===== config.mk =====
export PLATFORM = sky130hd
export DESIGN_NAME = segment_plane_display_buffer
export DESIGN_NICKNAME = d
export VERILOG_FILES = /design/src/hdl/spdb_pkg.sv /design/src/hdl/segment_plane_display_buffer.sv
export VERILOG_INCLUDE_DIRS = /design/src /design/src/hdl
export SDC_FILE = /design/constraint.sdc
export NUM_CORES = 1
export LEC_CHECK = 0
export ABC_AREA = 1
export ABC_CLOCK_PERIOD_IN_PS = 7200
export BUFFER_PORTS_ARGS = -buffer_cell sky130_fd_sc_hd__clkbuf_2
export CAP_MARGIN = 20
export CORE_ASPECT_RATIO = 1.1
export CORE_UTILIZATION = 35
export CTS_CLUSTER_DIAMETER = 100
export DETAILED_ROUTE_END_ITERATION = 8
export MAX_ROUTING_LAYER = met4
export PLACE_DENSITY = 0.61
export SYNTH_ARGS = -nofsm -noshare
export SYNTH_HDL_FRONTEND = slang
export SYNTH_SLANG_ARGS = --single-unit

===== constraint.sdc =====
create_clock -name clk -period 7.2 [get_ports clk]
set_clock_uncertainty 0.1 [all_clocks]
set_input_delay 1.08 -clock clk [delete_from_list [all_inputs] [get_ports clk]]
set_output_delay 1.08 -clock clk [all_outputs]
set_load 0.03 [all_outputs]

===== src/hdl/segment_plane_display_buffer_assert.svh =====
// Assertion macros for the segment plane display buffer.
`ifndef SEGMENT_PLANE_DISPLAY_BUFFER_ASSERT_SVH
`define SEGMENT_PLANE_DISPLAY_BUFFER_ASSERT_SVH

// Same-cycle implication, checked out of reset.
`define SPDB_ASSERT_NOW(lbl, ante, cons, msg) \
  lbl: assert property (@(posedge clk) disable iff (!rst_n) (ante) |-> (cons)) else $error(msg);

// Next-cycle implication, checked out of reset.
`define SPDB_ASSERT_NEXT(lbl, ante, cons, msg) \
  lbl: assert property (@(posedge clk) disable iff (!rst_n) (ante) |=> (cons)) else $error(msg);

`endif


===== src/hdl/spdb_pkg.sv =====
package spdb_pkg;

  localparam int NUM_PLANES     = 8;
  localparam int NUM_DIGITS_DEF = 6;
  localparam int PLANE_W        = $clog2(NUM_PLANES);
  localparam int BANK_ADDR_W    = PLANE_W + 1;
  localparam int MODE_W         = 3;
  localparam int DIGIT_W        = 4;
  localparam int VALUE_W        = 8;
  localparam int ADDR_W         = 4;
  localparam int DATA_W         = 8;
  localparam int TICK_W         = 3;

  typedef logic [DATA_W-1:0] plane_t;

  typedef enum logic [MODE_W-1:0] {
    MODE_RAW    = 3'd0,
    MODE_BCD    = 3'd1,
    MODE_PAIR   = 3'd2,
    MODE_LETTER = 3'd3,
    MODE_CLEAR  = 3'd4,
    MODE_SWAP   = 3'd5,
    MODE_SEND   = 3'd6,
    MODE_TICKER = 3'd7
  } mode_t;

  typedef enum logic [1:0] {
    ST_IDLE,
    ST_GLYPH,
    ST_CLEAR,
    ST_SEND
  } state_t;

  function automatic logic [2:0] wiring_bit(input logic [2:0] idx);
    logic [2:0] b;
    unique case (idx)
      3'd0:    b = 3'd0;
      3'd1:    b = 3'd4;
      3'd2:    b = 3'd3;
      3'd3:    b = 3'd1;
      3'd4:    b = 3'd5;
      3'd5:    b = 3'd2;
      default: b = 3'd0;
    endcase
    return b;
  endfunction

  function automatic plane_t bcd_glyph(input logic [3:0] code);
    plane_t g;
    unique case (code)
      4'h0: g = 8'h3F;
      4'h1: g = 8'h06;
      4'h2: g = 8'h5B;
      4'h3: g = 8'h4F;
      4'h4: g = 8'h66;
      4'h5: g = 8'h6D;
      4'h6: g = 8'h7D;
      4'h7: g = 8'h07;
      4'h8: g = 8'h7F;
      4'h9: g = 8'h6F;
      4'hA: g = 8'h40;
      4'hB: g = 8'h79;
      4'hC: g = 8'h76;
      4'hD: g = 8'h38;
      4'hE: g = 8'h73;
      default: g = 8'h00;
    endcase
    return g;
  endfunction

  function automatic plane_t letter_glyph(input logic [7:0] idx);
    plane_t g;
    unique case (idx)
      8'd0:  g = 8'h5F;
      8'd1:  g = 8'h7C;
      8'd2:  g = 8'h58;
      8'd3:  g = 8'h5E;
      8'd4:  g = 8'h7B;
      8'd5:  g = 8'h71;
      8'd6:  g = 8'h6F;
      8'd7:  g = 8'h74;
      8'd8:  g = 8'h10;
      8'd9:  g = 8'h0C;
      8'd10: g = 8'h75;
      8'd11: g = 8'h30;
      8'd12: g = 8'h14;
      8'd13: g = 8'h54;
      8'd14: g = 8'h5C;
      8'd15: g = 8'h73;
      8'd16: g = 8'h67;
      8'd17: g = 8'h50;
      8'd18: g = 8'h6D;
      8'd19: g = 8'h78;
      8'd20: g = 8'h1C;
      8'd21: g = 8'h1C;
      8'd22: g = 8'h14;
      8'd23: g = 8'h76;
      8'd24: g = 8'h6E;
      8'd25: g = 8'h5B;
      default: g = 8'h00;
    endcase
    return g;
  endfunction

endpackage


===== src/hdl/segment_plane_display_buffer.sv =====
// Channel   Direction  Handshake           Payload
// in_       input      in_valid/in_stall   mode, digit, value
// out_      output     out_valid/out_stall reg_address, reg_data, last
//
// Glyph writes hold in_stall after the transfer while they rewrite every plane, one plane per cycle through
// the shared read-modify-write unit (both digits in turn for a decimal pair with both in range,
// no stall when the digit is out of range); clear holds it too, swap and ticker do not.
// Send holds it while it reads out every plane, and also while out_stall blocks the output register.
// rst_n clears the planes, bank select, ticker and sequencer.
// in_stall is high while a multi-cycle item is in flight.
`include "segment_plane_display_buffer_assert.svh"

module segment_plane_display_buffer #(
  parameter int NUM_DIGITS = spdb_pkg::NUM_DIGITS_DEF
) (
  input  logic                         clk,
  input  logic                         rst_n,
  input  logic                         in_valid,
  output logic                         in_stall,
  input  logic [spdb_pkg::MODE_W-1:0]  in_mode,
  input  logic [spdb_pkg::DIGIT_W-1:0] in_digit,
  input  logic [spdb_pkg::VALUE_W-1:0] in_value,
  output logic                         out_valid,
  input  logic                         out_stall,
  output logic [spdb_pkg::ADDR_W-1:0]  out_reg_address,
  output logic [spdb_pkg::DATA_W-1:0]  out_reg_data,
  output logic                         out_last
);
  import spdb_pkg::*;

  localparam logic [PLANE_W-1:0] LAST_PLANE = PLANE_W'(NUM_PLANES - 1);

  state_t state_r, state_nxt;

  plane_t                 plane_r [2*NUM_PLANES];
  logic                   bank_r;
  logic [TICK_W-1:0]      tick_r;
  logic [PLANE_W-1:0]     p_r;
  plane_t                 segs_r, mask_r, segs2_r, mask2_r;
  logic                   pair_r;

  logic                   out_valid_r;
  logic [ADDR_W-1:0]      out_addr_r;
  plane_t                 out_data_r;
  logic                   out_last_r;

  logic                   accept, slot_free, load_out, wr_en, p_adv;
  logic [BANK_ADDR_W-1:0] wr_addr, rd_addr;
  plane_t                 wr_data, rd_data;
  mode_t                  mode;

  logic [15:0]            prod;
  logic [4:0]             tens;
  logic [7:0]             ones_full;
  logic [4:0]             digit2;
  logic                   v1, v2;
  plane_t                 m1, m2, g1, g2;
  logic [3:0]             tick_inc;

  assign mode      = mode_t'(in_mode);
  assign accept    = in_valid && !in_stall;
  assign slot_free = !out_valid_r || !out_stall;
  assign rd_data   = plane_r[rd_addr];

  // value / 10 by reciprocal, exact for 8-bit values
  assign prod      = 16'(in_value) * 16'd205;
  assign tens      = prod[15:11];
  assign ones_full = in_value - (8'({tens, 3'b000}) + 8'({tens, 1'b0}));

  assign digit2 = 5'(in_digit) + 5'd1;
  assign v1     = (in_digit >= 4'd1) && (in_digit <= 4'd8);
  assign v2     = (digit2 >= 5'd1) && (digit2 <= 5'd8);
  assign m1     = plane_t'(1) << wiring_bit(3'(in_digit - 4'd1));
  assign m2     = plane_t'(1) << wiring_bit(in_digit[2:0]);

  always_comb begin
    g1 = '0;
    g2 = '0;
    unique case (mode)
      MODE_RAW:    g1 = in_value;
      MODE_BCD:    g1 = bcd_glyph(in_value[3:0]) | {in_value[7], 7'b0};
      MODE_PAIR: begin
        g1 = bcd_glyph(tens[3:0]);
        g2 = bcd_glyph(ones_full[3:0]);
      end
      MODE_LETTER: g1 = letter_glyph(in_value);
      default:     g1 = '0;
    endcase
  end

  assign tick_inc = 4'(tick_r) + 4'd1;

  always_comb begin
    state_nxt = state_r;
    unique case (state_r)
      ST_IDLE: begin
        if (accept) begin
          unique case (mode)
            MODE_RAW, MODE_BCD, MODE_LETTER: state_nxt = v1 ? ST_GLYPH : ST_IDLE;
            MODE_PAIR:  state_nxt = (v1 || v2) ? ST_GLYPH : ST_IDLE;
            MODE_CLEAR: state_nxt = ST_CLEAR;
            MODE_SEND:  state_nxt = ST_SEND;
            default:    state_nxt = ST_IDLE;
          endcase
        end
      end
      ST_GLYPH: if (p_r == LAST_PLANE && !pair_r) state_nxt = ST_IDLE;
      ST_CLEAR: if (p_r == LAST_PLANE) state_nxt = ST_IDLE;
      ST_SEND:  if (slot_free && p_r == LAST_PLANE) state_nxt = ST_IDLE;
      default:  state_nxt = ST_IDLE;
    endcase
  end

  always_comb begin
    in_stall = 1'b1;
    wr_en    = 1'b0;
    wr_addr  = {bank_r, p_r};
    wr_data  = '0;
    rd_addr  = {bank_r, p_r};
    load_out = 1'b0;
    p_adv    = 1'b0;
    unique case (state_r)
      ST_IDLE: begin
        in_stall = 1'b0;
        if (in_valid && mode == MODE_TICKER) begin
          wr_en   = 1'b1;
          wr_addr = {bank_r, LAST_PLANE};
          wr_data = plane_t'(1) << wiring_bit(tick_r);
        end
      end
      ST_GLYPH: begin
        wr_en   = 1'b1;
        wr_data = segs_r[p_r] ? (rd_data | mask_r) : (rd_data & ~mask_r);
        p_adv   = 1'b1;
      end
      ST_CLEAR: begin
        wr_en = 1'b1;
        p_adv = 1'b1;
      end
      ST_SEND: begin
        rd_addr  = {~bank_r, p_r};
        load_out = slot_free;
        p_adv    = slot_free;
      end
      default: in_stall = 1'b1;
    endcase
  end

  always_ff @(posedge clk) begin
    if (!rst_n) begin
      state_r     <= ST_IDLE;
      bank_r      <= 1'b0;
      tick_r      <= '0;
      p_r         <= '0;
      pair_r      <= 1'b0;
      out_valid_r <= 1'b0;
      for (int i = 0; i < 2*NUM_PLANES; i++) plane_r[i] <= '0;
    end else begin
      state_r <= state_nxt;
      if (wr_en) plane_r[wr_addr] <= wr_data;
      if (p_adv) p_r <= p_r + PLANE_W'(1);
      if (accept) begin
        unique case (mode)
          MODE_SWAP:   bank_r <= ~bank_r;
          MODE_TICKER: tick_r <= (tick_inc >= 4'(NUM_DIGITS)) ? '0 : tick_inc[TICK_W-1:0];
          MODE_PAIR: begin
            segs_r  <= v1 ? g1 : g2;
            mask_r  <= v1 ? m1 : m2;
            segs2_r <= g2;
            mask2_r <= m2;
            pair_r  <= v1 && v2;
          end
          default: begin
            segs_r <= g1;
            mask_r <= m1;
            pair_r <= 1'b0;
          end
        endcase
      end else if (state_r == ST_GLYPH && p_r == LAST_PLANE && pair_r) begin
        segs_r <= segs2_r;
        mask_r <= mask2_r;
        pair_r <= 1'b0;
      end
      if (load_out) begin
        out_valid_r <= 1'b1;
      end else if (!out_stall) begin
        out_valid_r <= 1'b0;
      end
    end
  end

  always_ff @(posedge clk) begin
    if (load_out) begin
      out_addr_r <= ADDR_W'(p_r) + ADDR_W'(1);
      out_data_r <= rd_data;
      out_last_r <= (p_r == LAST_PLANE);
    end
  end

  assign out_valid       = out_valid_r;
  assign out_reg_address = out_addr_r;
  assign out_reg_data    = out_data_r;
  assign out_last        = out_last_r;

  `SPDB_ASSERT_NOW(a_last_addr, out_valid_r && out_last_r,
    out_addr_r == ADDR_W'(NUM_PLANES), "last transfer not on final plane")
  `SPDB_ASSERT_NEXT(a_load_valid, load_out, out_valid_r, "loaded output not valid")
  `SPDB_ASSERT_NOW(a_tick_range, 1'b1, 32'(tick_r) < 32'(NUM_DIGITS), "ticker out of range")
  `SPDB_ASSERT_NOW(a_mask_onehot, state_r == ST_GLYPH, $onehot(mask_r), "digit mask not one-hot")
  `SPDB_ASSERT_NOW(a_busy_stall, state_r != ST_IDLE, in_stall, "input taken while busy")

endmodule


# == After elaboration in Yosys (flattened, before gate mapping) ==
# Memories as Yosys holds them, arrays and structs flattened.
# Cells that the tools add are included.
# totals
elab_cells,150
in_bits,19
regBits,56
output_inout_bits,15
ram_bits,128
memories,5
latch_bits,0
romBits,560
# op_classes
bitwise_logic,5
n_shift,3
n_reduce_logical,28
add_sub_neg,7
order_cmp,6
multipliers,1
muxes,50
eq_ne,32
div,0
# mem_list
name,words,width,rd,rd_clocked_by_memory_dff,write_ports,line,rtl
(name not given),32,7,1,0,0,spdb_pkg.sv:73,unique case (idx)
plane_r,16,8,1,0,16,segment_plane_display_buffer.sv:35,plane_t plane_r [2*NUM_PLANES];
(name not given),16,7,1,0,0,spdb_pkg.sv:50,unique case (code)
(name not given),16,7,1,0,0,spdb_pkg.sv:50,
(name not given),16,7,1,0,0,spdb_pkg.sv:50,
# ops
cell,count
8-bit two-way mux,11
8-bit one-hot mux with 2 select lines,3
3-bit one-hot mux with 5 select lines,3
3-bit equality test (second input constant),11
8-bit one-hot mux with 4 select lines,1
3-bit by 2-bit equality test with 1-bit output (second input constant),8
1-bit by 3-bit << shifter with 8-bit output (first input constant),3
8-bit OR,2
2-bit one-hot mux with 4 select lines,2
8-bit by 8-bit multiplier with 15-bit output (second input constant),1
1-bit two-way mux,15
3-bit two-way mux,5
3-bit by 1-bit equality test with 1-bit output (second input constant),4
2-bit inequality test (second input constant),5
1-bit logical AND,9
3-bit by 1-bit adder with 4-bit output (second input constant),2
8-bit bitwise AND,1
2-bit two-way mux,4
4-bit two-way mux,2
8-bit inverter,1
8-bit OR reduction,1
3-bit logical NOT,2
1-bit one-hot mux with 2 select lines,3
2-bit AND reduction,3
other kinds (24),30

# == Longest topological paths before layout ==
# logic_depth
ltp_word,9
depth_mapped,30

# == Worst setup path after synthesis ==
# Ideal clock, no wire load.
# synth_timing
kind,in2reg
start,input port in_value[2] (netlist name)
end,register segs_r[0] (data pin)
path_buffers,1
t_arrival_ns,5.782
path_stages,28
setup_ns,0.127
t_required_ns,6.973
path_slack_ns,1.192
path_cell_list,inv_1 > clkbuf_1 > ha_1 > xor2_1 > ha_1 > fa_1 > inv_1 > fa_1 > inv_1 > ha_1 > a21oi_1 > nor2_1 > nor2_1 > nand3_1 > nand2_1 > inv_1 > ha_1 > or2_2 > nand2_1 > inv_1 > or2_2 > o21ai_0 > nand2_2 > nand2_2 > nand2_1 > nand3_1 > nand2_1 > inv_1
# synth_between
elab_chain_cells,7
elab_cells_between_ends,14
cone_classes,add/sub (2); mul (1); mux (6); bitwise (1); memory (4)
# synth_lines
item,line,rtl
start: declaration,segment_plane_display_buffer.sv:22,"input logic [spdb_pkg::VALUE_W-1:0] in_value,"
8-bit by 8-bit multiplier with 15-bit output,segment_plane_display_buffer.sv:66,assign prod = 16'(in_value) * 16'd205;
4-bit adder,segment_plane_display_buffer.sv:68,"assign ones_full = in_value - (8'({tens, 3'b000}) + 8'({tens, 1'b0}));"
4-bit subtractor *,segment_plane_display_buffer.sv:68,
memory 16 x 7 bit *,--,
net g2[0],segment_plane_display_buffer.sv:57,"plane_t m1, m2, g1, g2;"
8-bit two-way mux *,segment_plane_display_buffer.sv:167,segs_r <= v1 ? g1 : g2;
8-bit one-hot mux with 2 select lines *,segment_plane_display_buffer.sv:163,unique case (mode)
8-bit two-way mux *,segment_plane_display_buffer.sv:162,if (accept) begin
end signal: assignment,segment_plane_display_buffer.sv:167,
end signal: assignment,segment_plane_display_buffer.sv:174,segs_r <= g1;
end signal: assignment,segment_plane_display_buffer.sv:180,segs_r <= segs2_r;
end: declaration,segment_plane_display_buffer.sv:39,"plane_t segs_r, mask_r, segs2_r, mask2_r;"
# The timed path passes the listed nets; every way through them passes the cells marked *. The select of a mux whose other input is x is not followed.
# A chain may end at the register's enable or synchronous reset.

# == Worst setup path in the final report ==
# Same ends and word-level chain as after synthesis.

==> qor.txt <==
Yosys reg bits -> 183
hold_sp -> pair_r
slew margin rel. -> 43.1%
number of synthesized flops with an enable pin -> 172
Max IR drop VDD -> 0.000171 V
Slew @ Worst Pin -> 0.846 ns
hold depth -> 2
Yosys warnings -> 0
IO Pins -> 34
Sequential Power Share -> 36.7%
GRT Util Overall -> 17.9%
# placed instances -> 1740
routability cong. -> 0.893
Pwr Total -> 3.40 mW
Finished Core Util -> 38.6%
critical path class -> in2reg
post-DP HPWL -> 20300 um
final count of hold timing violations -> 0
RSZ-0062 raised after global routing -> no
CP required -> 7.41 ns
setup TNS -> 0 ns
CTS Buffer Depth -> 2
commonest non-fill, non-tap cell in the layout -> nor2_1
final number of setup-violating endpoints -> 0
combinational share of power -> 35.6%
area grow syn2layout -> 8.87%
vias -> 9092
max-cap viol count -> 0
Core Rows -> 70
initial antenna violation count -> 1
Worst Setup SP -> in_value[2]
Skew-Pair Late Insertion Delay -> 0.44 ns
clock-pin transition on the worst setup and hold timing paths -> 0.07 ns
DR iter-0 viols -> 804
crit path capture type -> register
Final Non-Filler Cells -> 1774
Lkg Pwr -> 5.31 nW
drt total wl -> 28900 um
Tightest Hold Check Type -> reg2reg
power density over cell area -> 266 nW/um2
buffers added on ports -> 33
ys async rst share -> 0%
cells after synthesis -> 1321
vias per cell -> 5.13
die area -> 34300 um2
Mapped Area -> 11700 um2
Chip Height -> 194 um
Worst Path Max Fanout -> 16
Yosys cell types -> 53
Post-CTS Setup Inserts -> 0
initial core utilization -> 35.5%
post-synthesis sequential area ratio -> 45.8%
H-tree level count -> 4
fin nets -> 1443
data arrival time of the worst path -> 6.29 ns
first-pass GRT wire length -> 46800 um
die width -> 177 um
outcome -> complete, no violations
DR WL/cell -> 16.3 um
Net Sw Frac -> 37.3%
core area -> 33100 um2
R2R Path Start -> p_r[0]
CTS resizes -> 0
syn nets -> 1436
clock sink count -> 183
DRC -> 0
fin crit share -> 84.5%
commonest cells after routing, fill and taps aside -> nor2_1, nand2_1, edfxtp_1
Main synth FF type -> edfxtp_1
min cycle time layout -> 6.08 ns
iteration count of the initial detailed-routing pass -> 5
Int Pwr -> 2.13 mW
Root Buffer -> clkbuf_16
CTS tree -> built
crit start category -> input port
Final Slew Violations -> 0
Synth Area per Inst -> 8.89 um2
vias in the first global route -> 9056
Reg2Reg Depth -> 9
grt ovf -> 0
CTS buffer count -> 17
largest net degree at the start of global routing -> 74
DRT antenna net count -> 0
cts hold-fix bufs -> 0
switching pwr -> 1.27 mW
fmax -> 164 MHz
Clk network pwr share -> 27.7%
fraction of layout cells with a size suffix above 1 -> 11.6%
sequential cells by signal, indices dropped and copies added (netlist names):
signal and flops:
mask2_r 8, out_reg_address 4, state_r 2, tick_r 3, pair_r 1, out_valid 1
out_last 1, plane_r 128, segs_r 8, bank_r 1, out_reg_data 8, p_r 3
segs2_r 7, mask_r 8
metal layers:
layer | track usage, % | wire [um] | up-vias
met5 | - | 0 | -
met4 | 6.58 | 722 | 0
met3 | 2.12 | 1060 | 50
met2 | 30.4 | 14600 | 216
met1 | 21.6 | 12500 | 4367
li1 | - | - | 4459
path summary, 6_finish.rpt:
path                        end  slack [ns]
hold reg to reg          pair_r        0.39
setup reg to reg  plane_r[2][7]        3.49
hold / removal           pair_r        0.39
setup / recovery      segs_r[0]        1.12
cells in the mapped netlist, types with 2 or more instances:
cell type	number	area (um2)
a211oi_1	4	30.0
a21boi_4	8	150
a21o_1	2	15.0
a21oi_1	41	205
a31oi_1	3	18.8
and2_1	3	18.8
buf_2	18	90.1
buf_4	2	15.0
buf_6	12	135
clkbuf_1	19	71.3
dfxtp_1	11	220
edfxtp_1	172	5160
fa_1	10	200
ha_1	86	1080
inv_1	124	465
inv_2	4	15.0
nand2_1	196	736
nand2_2	26	163
nand2_4	4	45.0
nand3_1	60	300
nand3_2	5	50.1
nand4_1	4	25.0
nor2_1	283	1060
nor2_2	4	25.0
nor2_4	4	45.0
nor3_1	7	35.0
nor3_2	2	20.0
o211ai_1	32	240
o211ai_2	7	87.6
o21a_1	2	15.0
o21ai_0	105	526
o21ai_1	15	75.1
o221ai_1	8	70.1
o22ai_1	3	18.8
o31ai_1	2	15.0
or2_2	9	56.3
xnor2_1	4	35.0
xor2_1	5	43.8
cell type report:
class / instances / area [um2]
clock buffer: 17 / 425
clock inverter: 15 / 161
inverter: 129 / 487
fill: 3331 / 20300
sequential: 183 / 5390
multi-input combinational: 957 / 5560
antenna: 1 / 2.50
tap: 432 / 541
timing repair buffer: 40 / 221
power by group through the flow:
stage	registers (mW)	logic (mW)	clock network [mW]
5_1_grt	1.25	1.39	0.987
4_1_cts	1.25	1.21	0.948
3_5_place_dp	1.27	1.21	0
6_report	1.25	1.21	0.942
3_3_place_gp	1.27	1.19	0
2_1_floorplan	1.27	0.945	0
critical path: stages:
cell and delay [ns]:
clkbuf_2 0.29, inv_1 0.11, ha_1 0.35, xor2_1 0.17, ha_1 0.30, fa_1 0.53
inv_1 0.05, fa_1 0.53, inv_1 0.04, ha_1 0.32, a21oi_1 0.20, nor2_1 0.06
nor2_1 0.12, nand3_1 0.11, nand2_1 0.21, inv_1 0.14, ha_1 0.23, or2_2 0.29
nand2_1 0.21, inv_1 0.16, or2_2 0.31, o21ai_0 0.10, nand2_2 0.08, nand2_2 0.06
nand2_1 0.05, nand3_1 0.08, nand2_1 0.06, inv_1 0.04
per-stage QoR:
stage | hold WS (ns) | cell area (um2) | setup WS, ns
3_3_place_gp | 0.375 | 12200 | 0.817
5_1_grt | 0.424 | 12800 | 0.638
6_report | 0.391 | 12800 | 1.12
2_1_floorplan | 0.350 | 11700 | 1.19
4_1_cts | 0.392 | 12800 | 1.13
3_5_place_dp | 0.384 | 12200 | 0.696
cell families (layout without fill, tap and decap cells):
| group | after synthesis | count (layout) | share of synthesized area, % |
|---|---|---|---|
| compound gates | 237 | 237 | 12.9 |
| xor+xnor | 9 | 9 | 0.671 |
| fa+ha+maj | 96 | 96 | 10.9 |
| buf+inv | 181 | 201 | 6.84 |
| flops | 183 | 183 | 45.8 |
| other cells | 0 | 1 | 0 |
| simple gates | 615 | 615 | 22.9 |
Power figures use the tool's default switching activity.
